<file path="config.mk">
export PLATFORM = sky130hd
export DESIGN_NAME = madt_record_parser_unit
export DESIGN_NICKNAME = d
export VERILOG_FILES = /design/src/design/madt_pkg.sv /design/src/design/madt_ram.sv /design/src/design/madt_parser.sv /design/src/design/madt_query.sv /design/src/design/madt_record_parser_unit.sv
export SDC_FILE = /design/constraint.sdc
export NUM_CORES = 2
export LEC_CHECK = 0
export BUFFER_PORTS_ARGS = -buffer_cell sky130_fd_sc_hd__buf_2
export CORE_MARGIN = 2
export CORE_UTILIZATION = 35
export CTS_CLUSTER_SIZE = 24
export DETAILED_ROUTE_END_ITERATION = 7
export SLEW_MARGIN = 0
export SYNTH_ARGS = -nofsm -noshare
export SYNTH_HDL_FRONTEND = slang
export SYNTH_HIERARCHICAL = 1
export SYNTH_SLANG_ARGS = --single-unit
</file>
<file path="constraint.sdc">
create_clock -name clk -period 16.31 [get_ports clk]
set_input_delay 1.631 -clock clk [delete_from_list [all_inputs] [get_ports clk]]
set_output_delay 1.631 -clock clk [all_outputs]
set_load 0.02 [all_outputs]
</file>
<file path="src/design/madt_pkg.sv">
`timescale 1ns / 1ps
// ----------------------------------------------------------------------------
// MADT parser package
// Shared constants, record codes and state structures of the interrupt
// controller table parser.
// ----------------------------------------------------------------------------
package madt_pkg;

	localparam int MAX_CPUS_DEF = 64;
	localparam int CNT_W        = 9;
	localparam int ISA_IRQS     = 16;
	localparam int BUF_LEN      = 12;

	localparam logic [5:0] HDR_LEN  = 6'd44;
	localparam logic [5:0] LEN_OFF  = 6'd4;
	localparam logic [5:0] BASE_OFF = 6'd36;

	localparam logic [31:0] DEFAULT_LOCAL_BASE = 32'hFEE0_0000;

	localparam logic [7:0] REC_LOCAL_CTRL  = 8'd0;
	localparam logic [7:0] REC_IO_CTRL     = 8'd1;
	localparam logic [7:0] REC_SRC_OVR     = 8'd2;
	localparam logic [7:0] REC_LOCAL_ADDR  = 8'd5;

	localparam logic [7:0] MIN_LEN_LOCAL_CTRL = 8'd8;
	localparam logic [7:0] MIN_LEN_IO_CTRL    = 8'd12;
	localparam logic [7:0] MIN_LEN_SRC_OVR    = 8'd10;
	localparam logic [7:0] MIN_LEN_LOCAL_ADDR = 8'd12;

	localparam logic KIND_BYTE  = 1'b0;
	localparam logic KIND_QUERY = 1'b1;

	typedef logic [ISA_IRQS-1:0][31:0] gsi_map_t;
	typedef logic [ISA_IRQS-1:0][15:0] flag_map_t;

	typedef struct packed {
		logic [CNT_W-1:0] cpu_count;
		logic [31:0]      local_base;
		logic [31:0]      io_base;
		logic [31:0]      io_gsi_base;
		gsi_map_t         gsi_map;
		flag_map_t        flag_map;
	} parse_state_t;

	typedef struct packed {
		logic       en;
		logic [7:0] slot;
		logic [7:0] apic_id;
	} cpu_wr_t;

endpackage

</file>
<file path="src/design/madt_ram.sv">
`timescale 1ns / 1ps
// ----------------------------------------------------------------------------
// Generic RAM
// Single write port, single read port with registered read data.
// ----------------------------------------------------------------------------
module madt_ram #(
	parameter int WIDTH = 8,
	parameter int DEPTH = 64
) (
	input  logic                                   clk,
	input  logic                                   we,
	input  logic [((DEPTH > 1) ? $clog2(DEPTH) : 1)-1:0] waddr,
	input  logic [WIDTH-1:0]                       wdata,
	input  logic                                   re,
	input  logic [((DEPTH > 1) ? $clog2(DEPTH) : 1)-1:0] raddr,
	output logic [WIDTH-1:0]                       rdata
);

	logic [WIDTH-1:0] mem_q [DEPTH];

	always_ff @(posedge clk) begin
		if (we) begin
			mem_q[waddr] <= wdata;
		end
		if (re) begin
			rdata <= mem_q[raddr];
		end
	end

endmodule

</file>
<file path="src/design/madt_parser.sv">
`timescale 1ns / 1ps
// ----------------------------------------------------------------------------
// MADT byte parser
// Walks the table header and records one byte per cycle and keeps the
// parsed controller bases, ISA interrupt map and CPU count.
// ----------------------------------------------------------------------------
module madt_parser #(
	parameter int MAX_CPUS = madt_pkg::MAX_CPUS_DEF
) (
	input  logic                  clk,
	input  logic                  arst_n,
	input  logic                  byte_en,
	input  logic                  first,
	input  logic [7:0]            data_byte,
	output madt_pkg::parse_state_t state,
	output madt_pkg::cpu_wr_t     cpu_wr
);

	logic                             stopped_q, stopped_d;
	logic [5:0]                       hdr_q, hdr_d;
	logic [31:0]                      tlen_q, tlen_d;
	logic [31:0]                      rem_q, rem_d;
	logic [7:0]                       off_q, off_d;
	logic [madt_pkg::BUF_LEN-1:0][7:0] buf_q, buf_d;
	logic [madt_pkg::CNT_W-1:0]       cnt_q, cnt_d;
	logic [31:0]                      local_q, local_d;
	logic [31:0]                      io_q, io_d;
	logic [31:0]                      gsib_q, gsib_d;
	madt_pkg::gsi_map_t               gsi_q, gsi_d;
	madt_pkg::flag_map_t              flag_q, flag_d;

	logic       act;
	logic [5:0] hdr_c;
	logic [7:0] len;
	logic [7:0] src;

	always_comb begin
		stopped_d = stopped_q;
		hdr_d     = hdr_q;
		tlen_d    = tlen_q;
		rem_d     = rem_q;
		off_d     = off_q;
		buf_d     = buf_q;
		cnt_d     = cnt_q;
		local_d   = local_q;
		io_d      = io_q;
		gsib_d    = gsib_q;
		gsi_d     = gsi_q;
		flag_d    = flag_q;
		cpu_wr    = '0;
		len       = buf_q[1];
		src       = buf_q[3];
		act       = byte_en && (first || !stopped_q);
		hdr_c     = first ? 6'd0 : hdr_q;

		if (byte_en && first) begin
			stopped_d = 1'b0;
			tlen_d    = '0;
			hdr_d     = '0;
		end

		if (act) begin
			if (hdr_c != madt_pkg::HDR_LEN) begin
				if (hdr_c >= madt_pkg::LEN_OFF && hdr_c < madt_pkg::LEN_OFF + 6'd4) begin
					tlen_d[8*hdr_c[1:0] +: 8] = data_byte;
				end else if (hdr_c >= madt_pkg::BASE_OFF &&
					hdr_c < madt_pkg::BASE_OFF + 6'd4) begin
					buf_d[hdr_c[1:0]] = data_byte;
				end
				if (hdr_c == madt_pkg::HDR_LEN - 6'd1) begin
					if (tlen_d < 32'(madt_pkg::HDR_LEN)) begin
						stopped_d = 1'b1;
					end else begin
						local_d = {buf_d[3], buf_d[2], buf_d[1], buf_d[0]};
						for (int i = 0; i < madt_pkg::ISA_IRQS; i++) begin
							gsi_d[i]  = 32'(i);
							flag_d[i] = '0;
						end
						rem_d = tlen_d - 32'(madt_pkg::HDR_LEN);
						off_d = '0;
						hdr_d = madt_pkg::HDR_LEN;
					end
				end else begin
					hdr_d = hdr_c + 6'd1;
				end
			end else if (rem_q == '0) begin
				stopped_d = 1'b1;
			end else begin
				if (off_q < 8'(madt_pkg::BUF_LEN)) begin
					buf_d[off_q[3:0]] = data_byte;
				end
				len = buf_d[1];
				src = buf_d[3];
				rem_d = rem_q - 32'd1;
				if (off_q == 8'd0) begin
					off_d = 8'd1;
					if (rem_q == 32'd1) begin
						stopped_d = 1'b1;
					end
				end else if (off_q == 8'd1 &&
					(len < 8'd2 || 33'(len) > 33'(rem_q) + 33'd1)) begin
					stopped_d = 1'b1;
				end else if (off_q + 8'd1 == len) begin
					off_d = '0;
					if (rem_q == 32'd1) begin
						stopped_d = 1'b1;
					end
					if (buf_d[0] == madt_pkg::REC_LOCAL_CTRL &&
						len >= madt_pkg::MIN_LEN_LOCAL_CTRL) begin
						if (buf_d[4][0] && cnt_q < madt_pkg::CNT_W'(MAX_CPUS)) begin
							cpu_wr.en      = 1'b1;
							cpu_wr.slot    = cnt_q[7:0];
							cpu_wr.apic_id = buf_d[3];
							cnt_d          = cnt_q + 1'b1;
						end
					end else if (buf_d[0] == madt_pkg::REC_IO_CTRL &&
						len >= madt_pkg::MIN_LEN_IO_CTRL) begin
						if (io_q == '0) begin
							io_d   = {buf_d[7], buf_d[6], buf_d[5], buf_d[4]};
							gsib_d = {buf_d[11], buf_d[10], buf_d[9], buf_d[8]};
						end
					end else if (buf_d[0] == madt_pkg::REC_SRC_OVR &&
						len >= madt_pkg::MIN_LEN_SRC_OVR) begin
						if (src < 8'(madt_pkg::ISA_IRQS)) begin
							gsi_d[src[3:0]]  = {buf_d[7], buf_d[6], buf_d[5], buf_d[4]};
							flag_d[src[3:0]] = {buf_d[9], buf_d[8]};
						end
					end else if (buf_d[0] == madt_pkg::REC_LOCAL_ADDR &&
						len >= madt_pkg::MIN_LEN_LOCAL_ADDR) begin
						if ({buf_d[11], buf_d[10], buf_d[9], buf_d[8]} == '0) begin
							local_d = {buf_d[7], buf_d[6], buf_d[5], buf_d[4]};
						end
					end
				end else begin
					off_d = off_q + 8'd1;
				end
			end
		end
	end

	always_ff @(posedge clk or negedge arst_n) begin
		if (!arst_n) begin
			stopped_q <= 1'b1;
			hdr_q     <= '0;
			tlen_q    <= '0;
			rem_q     <= '0;
			off_q     <= '0;
			cnt_q     <= '0;
			local_q   <= madt_pkg::DEFAULT_LOCAL_BASE;
			io_q      <= '0;
			gsib_q    <= '0;
			gsi_q     <= '0;
			flag_q    <= '0;
		end else begin
			stopped_q <= stopped_d;
			hdr_q     <= hdr_d;
			tlen_q    <= tlen_d;
			rem_q     <= rem_d;
			off_q     <= off_d;
			cnt_q     <= cnt_d;
			local_q   <= local_d;
			io_q      <= io_d;
			gsib_q    <= gsib_d;
			gsi_q     <= gsi_d;
			flag_q    <= flag_d;
		end
	end

	always_ff @(posedge clk) begin
		buf_q <= buf_d;
	end

	assign state.cpu_count   = cnt_q;
	assign state.local_base  = local_q;
	assign state.io_base     = io_q;
	assign state.io_gsi_base = gsib_q;
	assign state.gsi_map     = gsi_q;
	assign state.flag_map    = flag_q;

endmodule

</file>
<file path="src/design/madt_query.sv">
`timescale 1ns / 1ps
// ----------------------------------------------------------------------------
// MADT query result stage
// Forms the answer to a query from the parsed state and holds it in the
// output register until the transfer completes.
// ----------------------------------------------------------------------------
module madt_query (
	input  logic                   clk,
	input  logic                   arst_n,
	input  logic                   load,
	input  logic [7:0]             query_index,
	input  logic [7:0]             slot_id,
	input  madt_pkg::parse_state_t state,
	output logic                   out_valid,
	input  logic                   out_ready,
	output logic [7:0]             cpu_apic_id,
	output logic [31:0]            irq_gsi,
	output logic [15:0]            irq_polarity_flags,
	output logic [8:0]             cpu_total,
	output logic [31:0]            local_ctrl_base,
	output logic [31:0]            io_ctrl_base,
	output logic [31:0]            io_ctrl_gsi_base
);

	logic isa_irq;

	assign isa_irq = query_index < 8'(madt_pkg::ISA_IRQS);

	always_ff @(posedge clk or negedge arst_n) begin
		if (!arst_n) begin
			out_valid <= 1'b0;
		end else if (load) begin
			out_valid <= 1'b1;
		end else if (out_ready) begin
			out_valid <= 1'b0;
		end
	end

	always_ff @(posedge clk) begin
		if (load) begin
			cpu_apic_id <= ({1'b0, query_index} < state.cpu_count) ? slot_id : 8'd0;
			irq_gsi <= isa_irq ? state.gsi_map[query_index[3:0]] : 32'(query_index);
			irq_polarity_flags <= isa_irq ? state.flag_map[query_index[3:0]] : 16'd0;
			cpu_total        <= state.cpu_count;
			local_ctrl_base  <= state.local_base;
			io_ctrl_base     <= state.io_base;
			io_ctrl_gsi_base <= state.io_gsi_base;
		end
	end

endmodule

</file>
<file path="src/design/madt_record_parser_unit.sv">
`timescale 1ns / 1ps
// ----------------------------------------------------------------------------
// MADT record parser unit
// Streams an interrupt controller description table byte by byte and
// answers queries about the CPUs, controller bases and ISA IRQ routing.
// ----------------------------------------------------------------------------
// A query passes from the input register to the output register, from which it transfers out.
// Throughput: one item per cycle unless a query waits on a full output register; table bytes produce no result.
// The input register advances unless a query waits on a full output register.
// Reset clears all control state; the parser starts stopped until a first byte.
// The CPU id RAM has no reset; only written slots are ever returned.
module madt_record_parser_unit #(
	parameter int MAX_CPUS = madt_pkg::MAX_CPUS_DEF
) (
	input  logic        clk,
	input  logic        arst_n,
	input  logic        in_valid,
	output logic        in_ready,
	input  logic        kind,
	input  logic        first,
	input  logic [7:0]  data_byte,
	input  logic [7:0]  query_index,
	output logic        out_valid,
	input  logic        out_ready,
	output logic [7:0]  cpu_apic_id,
	output logic [31:0] irq_gsi,
	output logic [15:0] irq_polarity_flags,
	output logic [8:0]  cpu_total,
	output logic [31:0] local_ctrl_base,
	output logic [31:0] io_ctrl_base,
	output logic [31:0] io_ctrl_gsi_base
);

	localparam int AW = (MAX_CPUS > 1) ? $clog2(MAX_CPUS) : 1;

	logic       valid_s1;
	logic       kind_s1;
	logic       first_s1;
	logic [7:0] data_s1;
	logic [7:0] qidx_s1;
	logic       byp_s1;
	logic [7:0] byp_id_s1;
	logic       go_s1;
	logic       accept;
	logic [7:0] ram_rdata;

	madt_pkg::parse_state_t state;
	madt_pkg::cpu_wr_t      cpu_wr;

	assign go_s1 = valid_s1 && (kind_s1 == madt_pkg::KIND_BYTE || !out_valid || out_ready);
	assign in_ready = !valid_s1 || go_s1;
	assign accept = in_valid && in_ready;

	always_ff @(posedge clk or negedge arst_n) begin
		if (!arst_n) begin
			valid_s1 <= 1'b0;
		end else if (in_ready) begin
			valid_s1 <= in_valid;
		end
	end

	always_ff @(posedge clk) begin
		if (accept) begin
			kind_s1   <= kind;
			first_s1  <= first;
			data_s1   <= data_byte;
			qidx_s1   <= query_index;
			byp_s1    <= cpu_wr.en && cpu_wr.slot == query_index;
			byp_id_s1 <= cpu_wr.apic_id;
		end
	end

	madt_ram #(
		.WIDTH(8),
		.DEPTH(MAX_CPUS)
	) u_cpu_ram (
		.clk  (clk),
		.we   (cpu_wr.en),
		.waddr(cpu_wr.slot[AW-1:0]),
		.wdata(cpu_wr.apic_id),
		.re   (accept),
		.raddr(query_index[AW-1:0]),
		.rdata(ram_rdata)
	);

	madt_parser #(
		.MAX_CPUS(MAX_CPUS)
	) u_parser (
		.clk      (clk),
		.arst_n   (arst_n),
		.byte_en  (go_s1 && kind_s1 == madt_pkg::KIND_BYTE),
		.first    (first_s1),
		.data_byte(data_s1),
		.state    (state),
		.cpu_wr   (cpu_wr)
	);

	madt_query u_query (
		.clk               (clk),
		.arst_n            (arst_n),
		.load              (go_s1 && kind_s1 == madt_pkg::KIND_QUERY),
		.query_index       (qidx_s1),
		.slot_id           (byp_s1 ? byp_id_s1 : ram_rdata),
		.state             (state),
		.out_valid         (out_valid),
		.out_ready         (out_ready),
		.cpu_apic_id       (cpu_apic_id),
		.irq_gsi           (irq_gsi),
		.irq_polarity_flags(irq_polarity_flags),
		.cpu_total         (cpu_total),
		.local_ctrl_base   (local_ctrl_base),
		.io_ctrl_base      (io_ctrl_base),
		.io_ctrl_gsi_base  (io_ctrl_gsi_base)
	);

endmodule

</file>
==> impl_metrics.ini <==
[setup_path]
cp_slowest_cell = nor2_1
end_kind = flip-flop
path_delay_family = simple AND/OR/NAND/NOR gates
critPathBufInv = 4
max_stage_delay_ns = 0.84
worstPathRequired_ns = 16.83
crit_type = reg -> reg
crit_arrival_ns = 7.40
startpoint_type = flip-flop
crit_path_cell_trace = nor2b_1, inv_1, ha_1, nand3_4, buf_4, nor2_1, nor4b_1, nand4b_1, buf_4, inv_1, and2_1, nand4_1, nor2_1
crit_fanout = 47

[yosys]
synth_top_family_by_area = compound AO/OA/AOI/OAI gates
synth-seq-cells = 1758
async_flop_share_pct = 54.3
synthAdderAreaFrac_pct = 0.499
synthSimpleGateAreaFrac_pct = 6.43
avgSynthCellArea_um2 = 14.3
synth_edf_count = 804
synthFlopType = dfrtp_1
syn_inst = 5442
ys_seq_area_share_pct = 61.8
synth_xor_area_share_pct = 0.653
synth_compound_area_share_pct = 14.5
synth_warnings = 6
synthDistinctLibCells = 105
netlist_area_um2 = 77700
synth.area.mux_share_pct = 12.4

[flow_run]
cap_violations = 0

[grt]
grt_pass1_vias = 51100
antenna_found_initial = 10
grt_max_degree = 186
grt_pass1_wl_um = 356000
overflow = 0
gr-usage-all-layers_pct = 21.2

[finish]
utilization_pct = 39.5
drive_gt1_share_pct = 19.4
final_common_cell = dfrtp_1
area_growth_pct = 12.4
mostFrequentLayoutCells = dfrtp_1 (943), edfxtp_1 (804), o2bb2ai_1 (342), mux4_2 (313), nand2_1 (304)
final_net_count = 5496
design_area_um2 = 87400

[clocking]
hold_buffers = 0
cts_buffer_depth = 3
post_cts_resized = 0
htreeDepth = 4
root_buffer = clkbuf_16
clock_sinks = 1758
clock_latency_ns = 0.89
path_clk_slew_ns = 0.06
cts_tree = built
cts_made_buffers = 182
postCtsSetupBuffers = 0

[sta]
final_max_slew_viol_count = 0
slew_headroom_pct = 8.63
fmax_mhz = 145
holdWs_ns = 0.394
tightest_slew_ns = 1.36
clock_skew_ns = 0.0860
min_period_over_period_pct = 42.2
setup-tns-final_ns = 0
rsz0062_at_grt = no
finalCriticalPeriod_ns = 6.88
setup_viol = 0
hold_viol = 0

[power_and_ir_drop]
p_leak_nw = 32.1
seq_power_share_pct = 50.3
intPower_mw = 7.15
swShare_pct = 23.1
power_density_nw_per_um2 = 106
vdd_drop_max_uv = 116
pwr-share-comb_pct = 4.2
power.net_switching_mw = 2.14
clkPwrFrac_pct = 45.5

[floorplanning]
initial_core_util_pct = 35.1
dieArea_um2 = 226000
ios = 185
coreArea_um2 = 221000
die_x_um = 475
chipHeight_um = 475
num_rows = 173

[routing]
firstDrtPassIters = 6
viasPerCell = 5.99
postRouteAntennaNets = 0
drcViolationCount = 0
drtIter0Drc = 5925
totalWireLength_um = 243000
wl_per_cell_um = 28.4
vias = 51300

[place]
place_congestion = 0.865
portBuffers = 184
placed_cell_area_um2 = 81300
dpl.hpwl_um = 142000

[worst_hold_path]
hp-class = reg -> reg

[run_status]
status = completed
-- stage by stage --
stage	total power, mW	worst slack (ns)	std cells
after global placement	5.15	9.91	8234
after detailed placement	5.15	9.58	8234
after floorplan	4.98	7.25	5443
after global routing	9.58	8.95	8568
final	9.30	9.43	8570
after CTS	9.38	9.61	8567
-- path summary, 6_finish.rpt --
path                                     start                      endpoint  slack (ns)  cells past startpoint
min in group asynchronous               arst_n           u_parser/gsib_q[30]        0.89                      1
min reg2reg                u_parser/gsib_q[18]  u_query/io_ctrl_gsi_base[18]        0.39                      0
max reg2reg                           first_s1        u_cpu_ram/mem_q[15][3]        9.43                     13
min                        u_parser/gsib_q[18]  u_query/io_ctrl_gsi_base[18]        0.39                      0
max in group asynchronous               arst_n            u_parser/state[99]       11.54                      5
max                                   first_s1        u_cpu_ram/mem_q[15][3]        9.43                     13
-- cells in the mapped netlist (30+ instances only) --
library cell / n / share of area (%)
nand3_1: 145 / 0.93
o22ai_1: 71 / 0.57
mux2i_1: 216 / 2.8
nor2_1: 271 / 1.3
buf_6: 31 / 0.45
a21oi_1: 113 / 0.73
inv_1: 102 / 0.49
o21bai_2: 30 / 0.43
edfxtp_1: 804 / 31
mux4_2: 313 / 9.1
a22o_1: 171 / 1.9
nor4_1: 31 / 0.25
nand4_1: 31 / 0.25
buf_4: 59 / 0.57
buf_2: 145 / 0.93
a22oi_1: 37 / 0.36
a32o_1: 270 / 3.5
a31oi_1: 35 / 0.28
ha_1: 31 / 0.50
o2bb2ai_1: 342 / 3.9
nand2_1: 305 / 1.5
clkbuf_1: 236 / 1.1
o21ai_0: 174 / 1.1
nor3_1: 46 / 0.30
dfrtp_1: 943 / 30
-- cell families (layout without fill, tap and decap cells) --
logic type,Yosys count,in the layout
adder cells (fa/ha/maj),31,31
buffers and inverters,599,748
AO/OA/AOI/OAI,1404,1404
other,1,5
flip-flops,1758,1758
XOR/XNOR,58,58
multiplexers,562,562
AND/OR/NAND/NOR,1029,1029
-- power by group through the flow --
stage / registers, mW / logic (mW) / clock network (mW)
4_1_cts: 4.67 / 0.395 / 4.31
3_5_place_dp: 4.76 / 0.393 / 0
3_3_place_gp: 4.76 / 0.389 / 0
6_report: 4.67 / 0.393 / 4.23
2_1_floorplan: 4.78 / 0.203 / 0
5_1_grt: 4.67 / 0.420 / 4.48
-- state kept, by name, summed over array words and instances (netlist names), 6 cells and up --
name and flops:
byp_id_s1 8, u_query/irq_gsi 32, u_parser/local_q 32, u_parser/rem_q 32, u_parser/io_q 32, u_parser/buf_q 96, u_parser/tlen_q 32, u_query/cpu_apic_id 8
u_query/cpu_total 9, u_query/irq_polarity_flags 16, data_s1 8, u_parser/off_q 8, u_query/io_ctrl_gsi_base 32, u_parser/hdr_q 6, u_parser/cnt_q 9, u_parser/gsib_q 32
u_cpu_ram/rdata 8, u_parser/state 768, u_query/local_ctrl_base 32, u_cpu_ram/mem_q 512, qidx_s1 8, u_query/io_ctrl_base 32
-- cell type report --
| cell class | instances | area (µm²) |
|---|---|---|
| multi-input cells | 3086 | 27200 |
| fillers | 20400 | 134000 |
| clock inverters | 77 | 915 |
| well taps | 2975 | 3720 |
| clock buffers | 256 | 5190 |
| flip-flops and latches | 1758 | 48000 |
| diodes | 3 | 7.51 |
| inverters | 104 | 390 |
| repair buffers | 311 | 1950 |
-- per-layer routing --
metal  global-route usage, %  part of all wire [%]
met4                    9.89                   4.8
met5                       0                 0.010
met1                    28.5                    40
met2                    33.8                    47
met3                    3.52                   7.8
No activity file was read; power rests on OpenSTA's default activity.
